File: config.mk
export PLATFORM = sky130hd
export DESIGN_NAME = sorted_table_insert_remove_top_flat
export DESIGN_NICKNAME = d
export VERILOG_FILES = /design/src/sv/sti_pkg.sv /design/src/sv/sti_if.sv /design/src/sv/sti_ram.sv /design/src/sv/sti_cmp.sv /design/src/sv/sorted_table_insert_remove_top.sv /design/src/flat_wrapper.sv
export SDC_FILE = /design/constraint.sdc
export NUM_CORES = 1
export LEC_CHECK = 0
export ABC_CLOCK_PERIOD_IN_PS = 7900
export BUFFER_PORTS_ARGS = -buffer_cell sky130_fd_sc_hd__buf_4
export CORE_ASPECT_RATIO = 1.5
export CORE_MARGIN = 2
export CORE_UTILIZATION = 50
export DETAILED_ROUTE_END_ITERATION = 16
export PLACE_DENSITY = 0.66
export SLEW_MARGIN = 20
export SYNTH_ARGS = -nofsm -noshare
export SYNTH_HDL_FRONTEND = slang
export SYNTH_SLANG_ARGS = --single-unit
File: constraint.sdc
create_clock -name i_clk -period 7.9 [get_ports i_clk]
set_input_delay 1.58 -clock i_clk [delete_from_list [all_inputs] [get_ports i_clk]]
set_output_delay 1.58 -clock i_clk [all_outputs]
set_load 0.01 [all_outputs]
File: src/sv/sti_pkg.sv
// ----------------------------------------------------------------------------
// sti_pkg
// shared types, function codes and status codes of the sorted table
// ----------------------------------------------------------------------------
package sti_pkg;

    localparam int VAL_W        = 32;
    localparam int CAPACITY_DEF = 16;

    // function codes
    localparam logic [1:0] FN_INSERT = 2'd0;
    localparam logic [1:0] FN_REMOVE = 2'd1;
    localparam logic [1:0] FN_CLEAR  = 2'd2;
    localparam logic [1:0] FN_READ   = 2'd3;

    // status codes
    localparam logic [2:0] ST_OK        = 3'd0;
    localparam logic [2:0] ST_FULL      = 3'd1;
    localparam logic [2:0] ST_NOT_FOUND = 3'd2;
    localparam logic [2:0] ST_EMPTY     = 3'd3;
    localparam logic [2:0] ST_RANGE     = 3'd4;

    typedef enum logic [1:0] {
        S_IDLE,
        S_RD,
        S_EX,
        S_DONE
    } t_state;

    // result of the shared comparator
    typedef struct packed {
        logic lt;
        logic eq;
    } t_cmp;

endpackage

File: src/sv/sti_if.sv
// ----------------------------------------------------------------------------
// sti_if
// request and response channels of the sorted table
// ----------------------------------------------------------------------------
interface sti_req_if;
    logic               valid;
    logic               ready;
    logic        [1:0]  func;
    logic signed [31:0] value;
    logic        [3:0]  position;

    modport source (output valid, output func, output value, output position, input ready);
    modport sink   (input valid, input func, input value, input position, output ready);
endinterface

interface sti_rsp_if;
    logic               valid;
    logic               ready;
    logic        [2:0]  status;
    logic signed [31:0] read_value;
    logic        [4:0]  entry_count;

    modport source (output valid, output status, output read_value, output entry_count,
                    input ready);
    modport sink   (input valid, input status, input read_value, input entry_count,
                    output ready);
endinterface

File: src/sv/sti_ram.sv
// ----------------------------------------------------------------------------
// sti_ram
// generic single write, single read ram with registered read data
// ----------------------------------------------------------------------------
module sti_ram #(
    parameter int WIDTH = 32,
    parameter int DEPTH = 16
) (
    input  logic                     i_clk,
    input  logic                     i_we,
    input  logic [$clog2(DEPTH)-1:0] i_waddr,
    input  logic [WIDTH-1:0]         i_wdata,
    input  logic                     i_re,
    input  logic [$clog2(DEPTH)-1:0] i_raddr,
    output logic [WIDTH-1:0]         o_rdata
);

    logic [WIDTH-1:0] r_mem [DEPTH];
    logic [WIDTH-1:0] r_rdata;

    always_ff @(posedge i_clk) begin
        if (i_we) begin
            r_mem[i_waddr] <= i_wdata;
        end
        if (i_re) begin
            r_rdata <= r_mem[i_raddr];
        end
    end

    assign o_rdata = r_rdata;

endmodule

File: src/sv/sti_cmp.sv
// ----------------------------------------------------------------------------
// sti_cmp
// shared signed comparator used by the insert and remove scans
// ----------------------------------------------------------------------------
module sti_cmp (
    input  logic signed [sti_pkg::VAL_W-1:0] i_a,
    input  logic signed [sti_pkg::VAL_W-1:0] i_b,
    output sti_pkg::t_cmp                    o_cmp
);
    import sti_pkg::*;

    always_comb begin
        o_cmp.lt = (i_a < i_b);
        o_cmp.eq = (i_a == i_b);
    end

endmodule

File: src/sv/sorted_table_insert_remove_top.sv
// ----------------------------------------------------------------------------
// sorted_table_insert_remove_top
// bounded ascending table of signed values with insert, remove, clear, read
// ----------------------------------------------------------------------------
// The table sits in one ram with a registered read port, and a small sequencer
// walks it entry by entry, reading each entry in S_RD, then comparing and
// writing back in S_EX, through a single shared comparator. One item is
// worked on at a time and the request channel is ready only when the sequencer
// is idle; a finished result waits in the output register while the next item
// is accepted.
module sorted_table_insert_remove_top #(
    parameter int CAPACITY = sti_pkg::CAPACITY_DEF
) (
    input  logic      i_clk,
    input  logic      i_rst_n,
    sti_req_if.sink   i_req,
    sti_rsp_if.source o_rsp
);
    import sti_pkg::*;

    localparam int CW = $clog2(CAPACITY + 1);
    localparam int AW = $clog2(CAPACITY);
    localparam logic [CW-1:0] CAP = CW'(CAPACITY);

    t_state             r_state, n_state;
    logic [CW-1:0]      r_cnt, n_cnt;
    logic [CW-1:0]      r_idx, n_idx;
    logic [1:0]         r_func, n_func;
    logic [VAL_W-1:0]   r_val, n_val;
    logic [VAL_W-1:0]   r_carry, n_carry;
    logic               r_flag, n_flag;
    logic [2:0]         r_status, n_status;
    logic [VAL_W-1:0]   r_rd, n_rd;

    logic               r_ovalid, n_ovalid;
    logic [2:0]         r_o_status, n_o_status;
    logic [VAL_W-1:0]   r_o_rd, n_o_rd;
    logic [4:0]         r_o_cnt, n_o_cnt;

    logic               w_accept;
    logic               w_load;
    logic               w_last;
    logic               w_re;
    logic               w_we;
    logic [AW-1:0]      w_waddr;
    logic [VAL_W-1:0]   w_wdata;
    logic [VAL_W-1:0]   w_rdata;
    logic [CW-1:0]      w_idx_m1;
    t_cmp               w_cmp;

    sti_ram #(
        .WIDTH (VAL_W),
        .DEPTH (CAPACITY)
    ) u_ram (
        .i_clk   (i_clk),
        .i_we    (w_we),
        .i_waddr (w_waddr),
        .i_wdata (w_wdata),
        .i_re    (w_re),
        .i_raddr (r_idx[AW-1:0]),
        .o_rdata (w_rdata)
    );

    sti_cmp u_cmp (
        .i_a   ($signed(w_rdata)),
        .i_b   ($signed(r_val)),
        .o_cmp (w_cmp)
    );

    assign i_req.ready = (r_state == S_IDLE);
    assign w_accept    = i_req.valid && i_req.ready;
    assign w_last      = (r_idx == r_cnt);
    assign w_idx_m1    = r_idx - CW'(1);

    assign o_rsp.valid       = r_ovalid;
    assign o_rsp.status      = r_o_status;
    assign o_rsp.read_value  = $signed(r_o_rd);
    assign o_rsp.entry_count = r_o_cnt;

    always_ff @(posedge i_clk) begin
        if (!i_rst_n) begin
            r_state  <= S_IDLE;
            r_cnt    <= '0;
            r_ovalid <= 1'b0;
        end else begin
            r_state  <= n_state;
            r_cnt    <= n_cnt;
            r_ovalid <= n_ovalid;
        end
    end

    always_ff @(posedge i_clk) begin
        r_idx      <= n_idx;
        r_func     <= n_func;
        r_val      <= n_val;
        r_carry    <= n_carry;
        r_flag     <= n_flag;
        r_status   <= n_status;
        r_rd       <= n_rd;
        r_o_status <= n_o_status;
        r_o_rd     <= n_o_rd;
        r_o_cnt    <= n_o_cnt;
    end

    always_comb begin
        n_state    = r_state;
        n_cnt      = r_cnt;
        n_idx      = r_idx;
        n_func     = r_func;
        n_val      = r_val;
        n_carry    = r_carry;
        n_flag     = r_flag;
        n_status   = r_status;
        n_rd       = r_rd;
        n_ovalid   = r_ovalid && !o_rsp.ready;
        n_o_status = r_o_status;
        n_o_rd     = r_o_rd;
        n_o_cnt    = r_o_cnt;
        w_load     = 1'b0;
        w_re       = 1'b0;
        w_we       = 1'b0;
        w_waddr    = r_idx[AW-1:0];
        w_wdata    = r_val;

        unique case (r_state)
            S_IDLE: begin
                if (w_accept) begin
                    n_func   = i_req.func;
                    n_val    = i_req.value;
                    n_idx    = '0;
                    n_flag   = 1'b0;
                    n_status = ST_OK;
                    n_rd     = '0;
                    unique case (i_req.func)
                        FN_INSERT: begin
                            if (r_cnt >= CAP) begin
                                n_status = ST_FULL;
                                n_state  = S_DONE;
                            end else begin
                                n_state = S_RD;
                            end
                        end
                        FN_REMOVE: begin
                            n_state = S_RD;
                        end
                        FN_CLEAR: begin
                            if (r_cnt == '0) begin
                                n_status = ST_EMPTY;
                            end else begin
                                n_cnt = '0;
                            end
                            n_state = S_DONE;
                        end
                        default: begin
                            // read at position
                            if (int'(i_req.position) >= int'(r_cnt)) begin
                                n_status = ST_RANGE;
                                n_state  = S_DONE;
                            end else begin
                                n_idx   = CW'(i_req.position);
                                n_state = S_RD;
                            end
                        end
                    endcase
                end
            end
            S_RD: begin
                w_re = !w_last;
                if (r_func == FN_REMOVE && w_last) begin
                    if (r_flag) begin
                        n_cnt = r_cnt - CW'(1);
                    end else begin
                        n_status = ST_NOT_FOUND;
                    end
                    n_state = S_DONE;
                end else begin
                    n_state = S_EX;
                end
            end
            S_EX: begin
                unique case (r_func)
                    FN_INSERT: begin
                        // slide every value from the insertion point up by one
                        if (!r_flag && (w_last || !w_cmp.lt)) begin
                            w_we    = 1'b1;
                            w_wdata = r_val;
                            n_carry = w_rdata;
                            n_flag  = 1'b1;
                        end else if (r_flag) begin
                            w_we    = 1'b1;
                            w_wdata = r_carry;
                            n_carry = w_rdata;
                        end
                        if (w_last) begin
                            n_cnt   = r_cnt + CW'(1);
                            n_state = S_DONE;
                        end else begin
                            n_idx   = r_idx + CW'(1);
                            n_state = S_RD;
                        end
                    end
                    FN_REMOVE: begin
                        // after the first match, move each value down by one
                        if (r_flag) begin
                            w_we    = 1'b1;
                            w_waddr = w_idx_m1[AW-1:0];
                            w_wdata = w_rdata;
                        end else if (w_cmp.eq) begin
                            n_flag = 1'b1;
                        end
                        n_idx   = r_idx + CW'(1);
                        n_state = S_RD;
                    end
                    default: begin
                        n_rd    = w_rdata;
                        n_state = S_DONE;
                    end
                endcase
            end
            S_DONE: begin
                if (!r_ovalid || o_rsp.ready) begin
                    w_load     = 1'b1;
                    n_ovalid   = 1'b1;
                    n_o_status = r_status;
                    n_o_rd     = r_rd;
                    n_o_cnt    = 5'(r_cnt);
                    n_state    = S_IDLE;
                end
            end
            default: begin
                n_state = S_IDLE;
            end
        endcase
    end

    a_cnt_bound: assert property (@(posedge i_clk) disable iff (!i_rst_n)
        r_cnt <= CAP)
        else $error("entry count above capacity");

    a_scan_bound: assert property (@(posedge i_clk) disable iff (!i_rst_n)
        (r_state == S_RD || r_state == S_EX) |-> r_idx <= r_cnt)
        else $error("scan index beyond entry count");

    a_full_status: assert property (@(posedge i_clk) disable iff (!i_rst_n)
        (w_load && r_status == ST_FULL) |-> r_cnt == CAP)
        else $error("full reported on a table that is not full");

    a_load_cnt: assert property (@(posedge i_clk) disable iff (!i_rst_n)
        w_load |=> (r_ovalid && r_o_cnt == 5'(r_cnt)))
        else $error("result count does not match table count");

endmodule
File: src/flat_wrapper.sv
// flat-port wrapper written by rule: the top's interface ports become plain ports
module sorted_table_insert_remove_top_flat import sti_pkg::*;
#(
    parameter int CAPACITY = sti_pkg::CAPACITY_DEF
)
  (i_clk, i_rst_n, i_req_valid, i_req_func, i_req_value, i_req_position, i_req_ready, o_rsp_valid, o_rsp_status, o_rsp_read_value, o_rsp_entry_count, o_rsp_ready);
  sti_req_if i_req_i ();
  sti_rsp_if o_rsp_i ();
  input  logic i_clk;
  input  logic i_rst_n;
  input wire logic [$bits(i_req_i.valid)-1:0] i_req_valid;
  input wire logic [$bits(i_req_i.func)-1:0] i_req_func;
  input wire logic [$bits(i_req_i.value)-1:0] i_req_value;
  input wire logic [$bits(i_req_i.position)-1:0] i_req_position;
  output wire logic [$bits(i_req_i.ready)-1:0] i_req_ready;
  output wire logic [$bits(o_rsp_i.valid)-1:0] o_rsp_valid;
  output wire logic [$bits(o_rsp_i.status)-1:0] o_rsp_status;
  output wire logic [$bits(o_rsp_i.read_value)-1:0] o_rsp_read_value;
  output wire logic [$bits(o_rsp_i.entry_count)-1:0] o_rsp_entry_count;
  input wire logic [$bits(o_rsp_i.ready)-1:0] o_rsp_ready;
  assign i_req_i.valid = i_req_valid;
  assign i_req_i.func = i_req_func;
  assign i_req_i.value = i_req_value;
  assign i_req_i.position = i_req_position;
  assign i_req_ready = i_req_i.ready;
  assign o_rsp_valid = o_rsp_i.valid;
  assign o_rsp_status = o_rsp_i.status;
  assign o_rsp_read_value = o_rsp_i.read_value;
  assign o_rsp_entry_count = o_rsp_i.entry_count;
  assign o_rsp_i.ready = o_rsp_ready;
  sorted_table_insert_remove_top #(.CAPACITY(CAPACITY)) u_core (.i_clk(i_clk), .i_rst_n(i_rst_n), .i_req(i_req_i), .o_rsp(o_rsp_i));
endmodule
# After elaboration in Yosys (flattened, before gate mapping)
# Memory sizes are Yosys's and may differ from the RTL's. A register that Yosys moved wholly into a read port is not among the register bits.
# Cells that the tools add are included.
[totals] inputBits=42 word_cells=131 regBits=155 memories=1 ram_bits=512 out_inout_bits=42
[classes] n_eq_ne=21 muxes=59 order_cmp=3 reduce_logical=30 addsub=4
[memory_table] name="u_core.u_ram.r_mem" words=16 width=32 read_ports=1 rd_clocked_by_memory_dff=1 write_ports=1 line_no="sti_ram.sv:18" rtl="logic [WIDTH-1:0] r_mem [DEPTH];"
[ops] operator="$mux 32" count=8
[ops] operator="$pmux 32 s2" count=2
[ops] operator="$mux 5" count=10
[ops] operator="$eq 32x32->1" count=1
[ops] operator="$lt 32x32->1" count=1
[ops] operator="$pmux 5 s2" count=2
[ops] operator="$mux 4" count=4
[ops] operator="$pmux 5 s3" count=1
[ops] operator="$mux 1" count=14
[ops] operator="$mux 2" count=6
[ops] operator="$mux 3" count=4
[ops] operator="$ne 2x2->1 const B" count=6
[ops] operator="$reduce_and 4->1" count=3
[ops] operator="$add 5x1->5 const B" count=2
[ops] operator="$pmux 3 s3" count=1
[ops] operator="$ne 2x1->1 const B" count=4
[ops] operator="$pmux 2 s4" count=1
[ops] operator="$reduce_and 8->1" count=1
[ops] operator="$eq 2x1->1 const B" count=3
[ops] operator="$eq 2x2->1 const B" count=3
[ops] operator="$logic_not 2->1" count=3
[ops] operator="$ne 3x2->1 const B" count=2
[ops] operator="$pmux 1 s2" count=3
[ops] operator="$pmux 2 s3" count=1
[ops] operator="18 further kinds" count=31

# Depth between registers and ports, before layout
[logic_depth] ltp_word=9 mapped_depth=11 depth_no_buf=10

# Hierarchy
# From an unflattened synthesis, not the netlist that was laid out.
[hier_totals] cells_unflattened=1390 hier_area_um2=27371.3
[by_module_without_submodules] mod="sti_ram" cells_each=838 seq_area_each_um2=16335.7 area_each_um2=20155.6 instances=1
[by_module_without_submodules] mod="sorted_table_insert_remove_top" cells_each=439 seq_area_each_um2=4574.4 area_each_um2=6394.9 instances=1
[by_module_without_submodules] mod="sti_cmp" cells_each=113 seq_area_each_um2=0.0 area_each_um2=820.8 instances=1

# Least setup slack after synthesis
# OpenSTA, ideal clock, no wires.
[synth_path] path_type="register to register" startpoint="reg u_core.u_ram.r_rdata[10] (netlist: u_core.u_ram.o_rdata[10]), read port of u_core.u_ram.r_mem" endpoint="mem u_core.u_ram.r_mem[4][0] (enable)" arrival_time_ns=5.084 path_stages_with_launch=9 n_path_buf=1 path_slack_ns=2.314 synth_period_minus_slack_ns=5.586 required_ns=7.398 setup_ns=0.502 path_cell_list="edfxtp_1 > ha_1 > and4_1 > or4b_4 > o221ai_2 > a211o_2 > o211ai_4 > buf_6 > nor4_1"
[synth_between] elab_chain_cells=9
[synth_rtl] item="start, declared" line_no="sti_ram.sv:19" rtl="logic [WIDTH-1:0] r_rdata;"
[synth_rtl] item="$lt 32x32->1" line_no="sti_cmp.sv:13" rtl="o_cmp.lt = (i_a < i_b);"
[synth_rtl] item="$logic_not 1->1" line_no="sorted_table_insert_remove_top.sv:184" rtl="if (!r_flag && (w_last || !w_cmp.lt)) begin"
[synth_rtl] item="$logic_or 1x1->1" line_no="sorted_table_insert_remove_top.sv:184"
[synth_rtl] item="$logic_and 1x1->1" line_no="sorted_table_insert_remove_top.sv:184"
[synth_rtl] item="$mux 1" line_no="sorted_table_insert_remove_top.sv:184"
[synth_rtl] item="$pmux 1 s2" line_no="sorted_table_insert_remove_top.sv:181" rtl="unique case (r_func)"
[synth_rtl] item="$mux 1" line_no="sorted_table_insert_remove_top.sv:125" rtl="unique case (r_state)"
[synth_rtl] item="$mux 1" line_no="sti_ram.sv:22" rtl="if (i_we) begin"
[synth_rtl] item="$mux 1 (implied by the code)" line_no="sti_ram.sv:23" rtl="r_mem[i_waddr] <= i_wdata;"
[synth_rtl] item="end, declared" line_no="sti_ram.sv:18"
# No other way between the ends.

# Worst setup path in the final report
[layout_path] startpoint="reg u_core.r_func[0]" endpoint="mem u_core.u_ram.r_mem[9][3] (enable)"
[layout_between] elab_chain_cells=5 word_cells_on_any_way=8 classes_between="1 x eq/ne; 6 x mux; 1 x reduce/logical"
[layout_rtl] item="start, declared" line_no="sorted_table_insert_remove_top.sv:28" rtl="logic [1:0] r_func, n_func;"
[layout_rtl] item="start signal, assigned" line_no="sorted_table_insert_remove_top.sv:94" rtl="r_func <= n_func;"
[layout_rtl] item="$eq 2x1->1 / $logic_not 2->1 (equally long branches)" line_no="sorted_table_insert_remove_top.sv:181"
[layout_rtl] item="$pmux 1 s2" line_no="sorted_table_insert_remove_top.sv:181"
[layout_rtl] item="$mux 1" line_no="sorted_table_insert_remove_top.sv:125"
[layout_rtl] item="$mux 1" line_no="sti_ram.sv:22"
[layout_rtl] item="$mux 1 (implied by the code)" line_no="sti_ram.sv:23"
# Several ways; a longest one is shown, not always the timed one.

==> impl_metrics.json <==
{
  "rsz0062_at_grt": "no",
  "slowest_stage": "xnor2_1",
  "cts_max_level": 2,
  "leakage_nw": 10.2,
  "multi_input_area_um2": 6250,
  "portBuffers": 83,
  "io_pins": 84,
  "yosysTopAreaCellShare_pct": 75.4,
  "place_congestion": 0.806,
  "cts_tree": "built",
  "wl_per_cell_um": 25.9,
  "worstSetupStartpointType": "flip-flop",
  "cts_setup_buffers": 0,
  "synth_common_cells": "edfxtp_1, mux4_2, nand2_1",
  "cts_resized": 0,
  "maxCapViolations": 0,
  "clk_latency_ps": 610,
  "overflow": 0,
  "drtIter0Drc": 1287,
  "netlist_top_cells_area": "edfxtp_1, mux4_2, ha_1, nand2_1, inv_1",
  "yosysMostFrequentCell": "edfxtp_1",
  "rrSetupSlack_ps": 3850,
  "syn_area_um2": 27500,
  "antenna_found_initial": 0,
  "die_area_um2": 57000,
  "crit_chain": "buf_4, nor2b_1, nand2_2, nand4b_1, xnor2_1, o21ai_0, nor3_2, buf_4",
  "cp-end-kind": "flip-flop",
  "timing.fmax_ghz": 0.247,
  "slew_viol_final": 0,
  "vias": 13200,
  "tns_ps": 0,
  "rows": 105,
  "antenna_cells": 0,
  "coreArea_um2": 54500,
  "syn2layout_area_growth_pct": 13.1,
  "status": "finished clean",
  "fin_util_pct": 57.1,
  "hold_path.class": "reg -> reg",
  "fin_crit_sh_pct": 51.3,
  "hold-path-cell-count": 0,
  "final_layout_size_suffix_gt1_share_pct": 27.4,
  "grt_pass1_vias": 13700,
  "maxSlewHeadroom_pct": 28.8,
  "synth-edff-count": 691,
  "hold_viol": 0,
  "yosys.area.top_type": "edfxtp_1",
  "cp.depth": 8,
  "viasPerCell": 5.97,
  "period_minus_slack_ps": 4050,
  "setup_violations": 0,
  "worst_slew_pin_slew_ps": 1060,
  "mappedNetlistNets": 1421,
  "ys_warn_count": 0,
  "grt_util_all_layers_pct": 20.6,
  "hold_buffers": 0,
  "syn_area_per_cell_um2": 20.7,
  "drc": 0,
  "wl_um": 57500,
  "ys_seq_elements": 699,
  "fin_nets": 1561,
  "initial_utilization_pct": 50.5,
  "dp_hpwl_um": 33000,
  "yosysSeqAreaShare_pct": 75.9,
  "ctsRootBufferMaster": "clkbuf_16",
  "crit_type": "reg -> reg",
  "path_delay_family": "simple AND/OR/NAND/NOR gates",
  "netlist_instances": 1333,
  "grt_start_max_net_pins": 138,
  "die_w_um": 196,
  "required_ps": 8130,
  "cp_max_fo": 32,
  "cts_buffer_depth": 3,
  "slowest_delay_ps": 880,
  "async_flop_share_pct": 0,
  "n_fill_cell": 3923,
  "synth_ff_type": "edfxtp_1",
  "cts.clk_slew.worst_paths_ps": 70,
  "first_pass_iters": 6,
  "fin_worst_skew_ps": 23.4,
  "clock_sinks": 699,
  "ys_types": 66,
  "grt_pass1_wl_um": 86300,
  "critical_path_buf_inv_count": 2,
  "worstPathArrival_ps": 4280,
  "powerDensity_nw_per_um2": 339,
  "ant_nets": 0,
  "path_common_cell": "buf_4",
  "cts-buffers-inserted": 59,
  "die_h_um": 291,
  "rr_worst_depth": 8,
  "peakVddDrop_v": 0.000232,
  "regArea_um2": 20900
}
==> cells by family after synthesis <==
family                   Yosys count  synth area share [%]
flip-flops                       699                  75.9
AND/OR/NAND/NOR                  179                  3.37
multiplexers                     177                  13.7
buffers and inverters            115                  1.85
AO/OA/AOI/OAI                    101                  2.51
adder cells (fa/ha/maj)           46                  2.12
XOR/XNOR                          16                 0.509
==> state kept, by name (all words and copies together) (netlist names) <==
name                      cells
u_core.r_carry               32
u_core.r_status               3
u_core.o_rsp.read_value      32
u_core.r_rd                  32
u_core.r_cnt                  5
u_core.o_rsp.status           3
u_core.u_ram.o_rdata         32
u_core.o_rsp.entry_count      5
u_core.r_state                2
u_core.r_flag                 1
u_core.r_val                 32
u_core.r_func                 2
u_core.u_ram.r_mem          512
u_core.r_idx                  5
u_core.o_rsp.valid            1
==> per-stage QoR <==
step | instance area [um2] | power [W] | worst slack (ps) | hold WS [ps] | cells
floorplan | 27500 | 0.00704 | 2310 | 400 | 1333
global placement | 29200 | 0.00781 | 4120 | 401 | 2096
detailed placement | 29200 | 0.00788 | 3960 | 405 | 2098
CTS | 31000 | 0.0107 | 3900 | 422 | 2207
global route | 31100 | 0.0110 | 3540 | 429 | 2216
finish | 31100 | 0.0106 | 3850 | 419 | 2216
==> layout make-up <==
type,count,share of cell area [%]
clock buffers,76,4.95
clock inverters,33,0.948
inverters,56,0.675
multi-input cells,519,20.1
flip-flops and latches,699,67.2
well taps,695,2.79
repair buffers,138,3.39
==> cell usage in the layout, fill, tap and decap left out, drive strengths merged, types with 12 or more instances in the layout <==
cell,Yosys,routed
ha,45,45
mux4,160,160
clkbuf,29,82
xnor2,12,12
nor2,15,15
edfxtp,691,691
inv,56,59
mux2i,17,17
and2,26,26
nand2,69,69
clkinv,0,22
a21oi,22,22
o21ai,24,24
buf,29,132
nand3,18,18
nor4,14,14
==> routing by layer <==
layer / global-route usage [%] / vias up / part of all wire (%)
li1: - / 5718 / -
met3: 2.38 / 98 / 5.5
met5: 0 / - / 0
met4: 6.03 / 0 / 2.4
met2: 35.7 / 432 / 51
met1: 27.6 / 6990 / 41
==> where the power goes <==
part	switching (W)	internal, W	total [W]
clock	0.00127	0.00151	0.00278
sequential	0.000218	0.00480	0.00501
combinational	0.00156	0.00121	0.00277
total	0.00305	0.00752	0.0106
==> final timing paths <==
check | from | end
max | u_core.r_func[0] | u_core.u_ram.r_mem[9][3]
min | u_core.r_rd[9] | u_core.o_rsp.read_value[9]
max reg2reg | u_core.r_func[0] | u_core.u_ram.r_mem[9][3]
min reg2reg | u_core.r_rd[9] | u_core.o_rsp.read_value[9]
(Power assumes the default switching activity.)
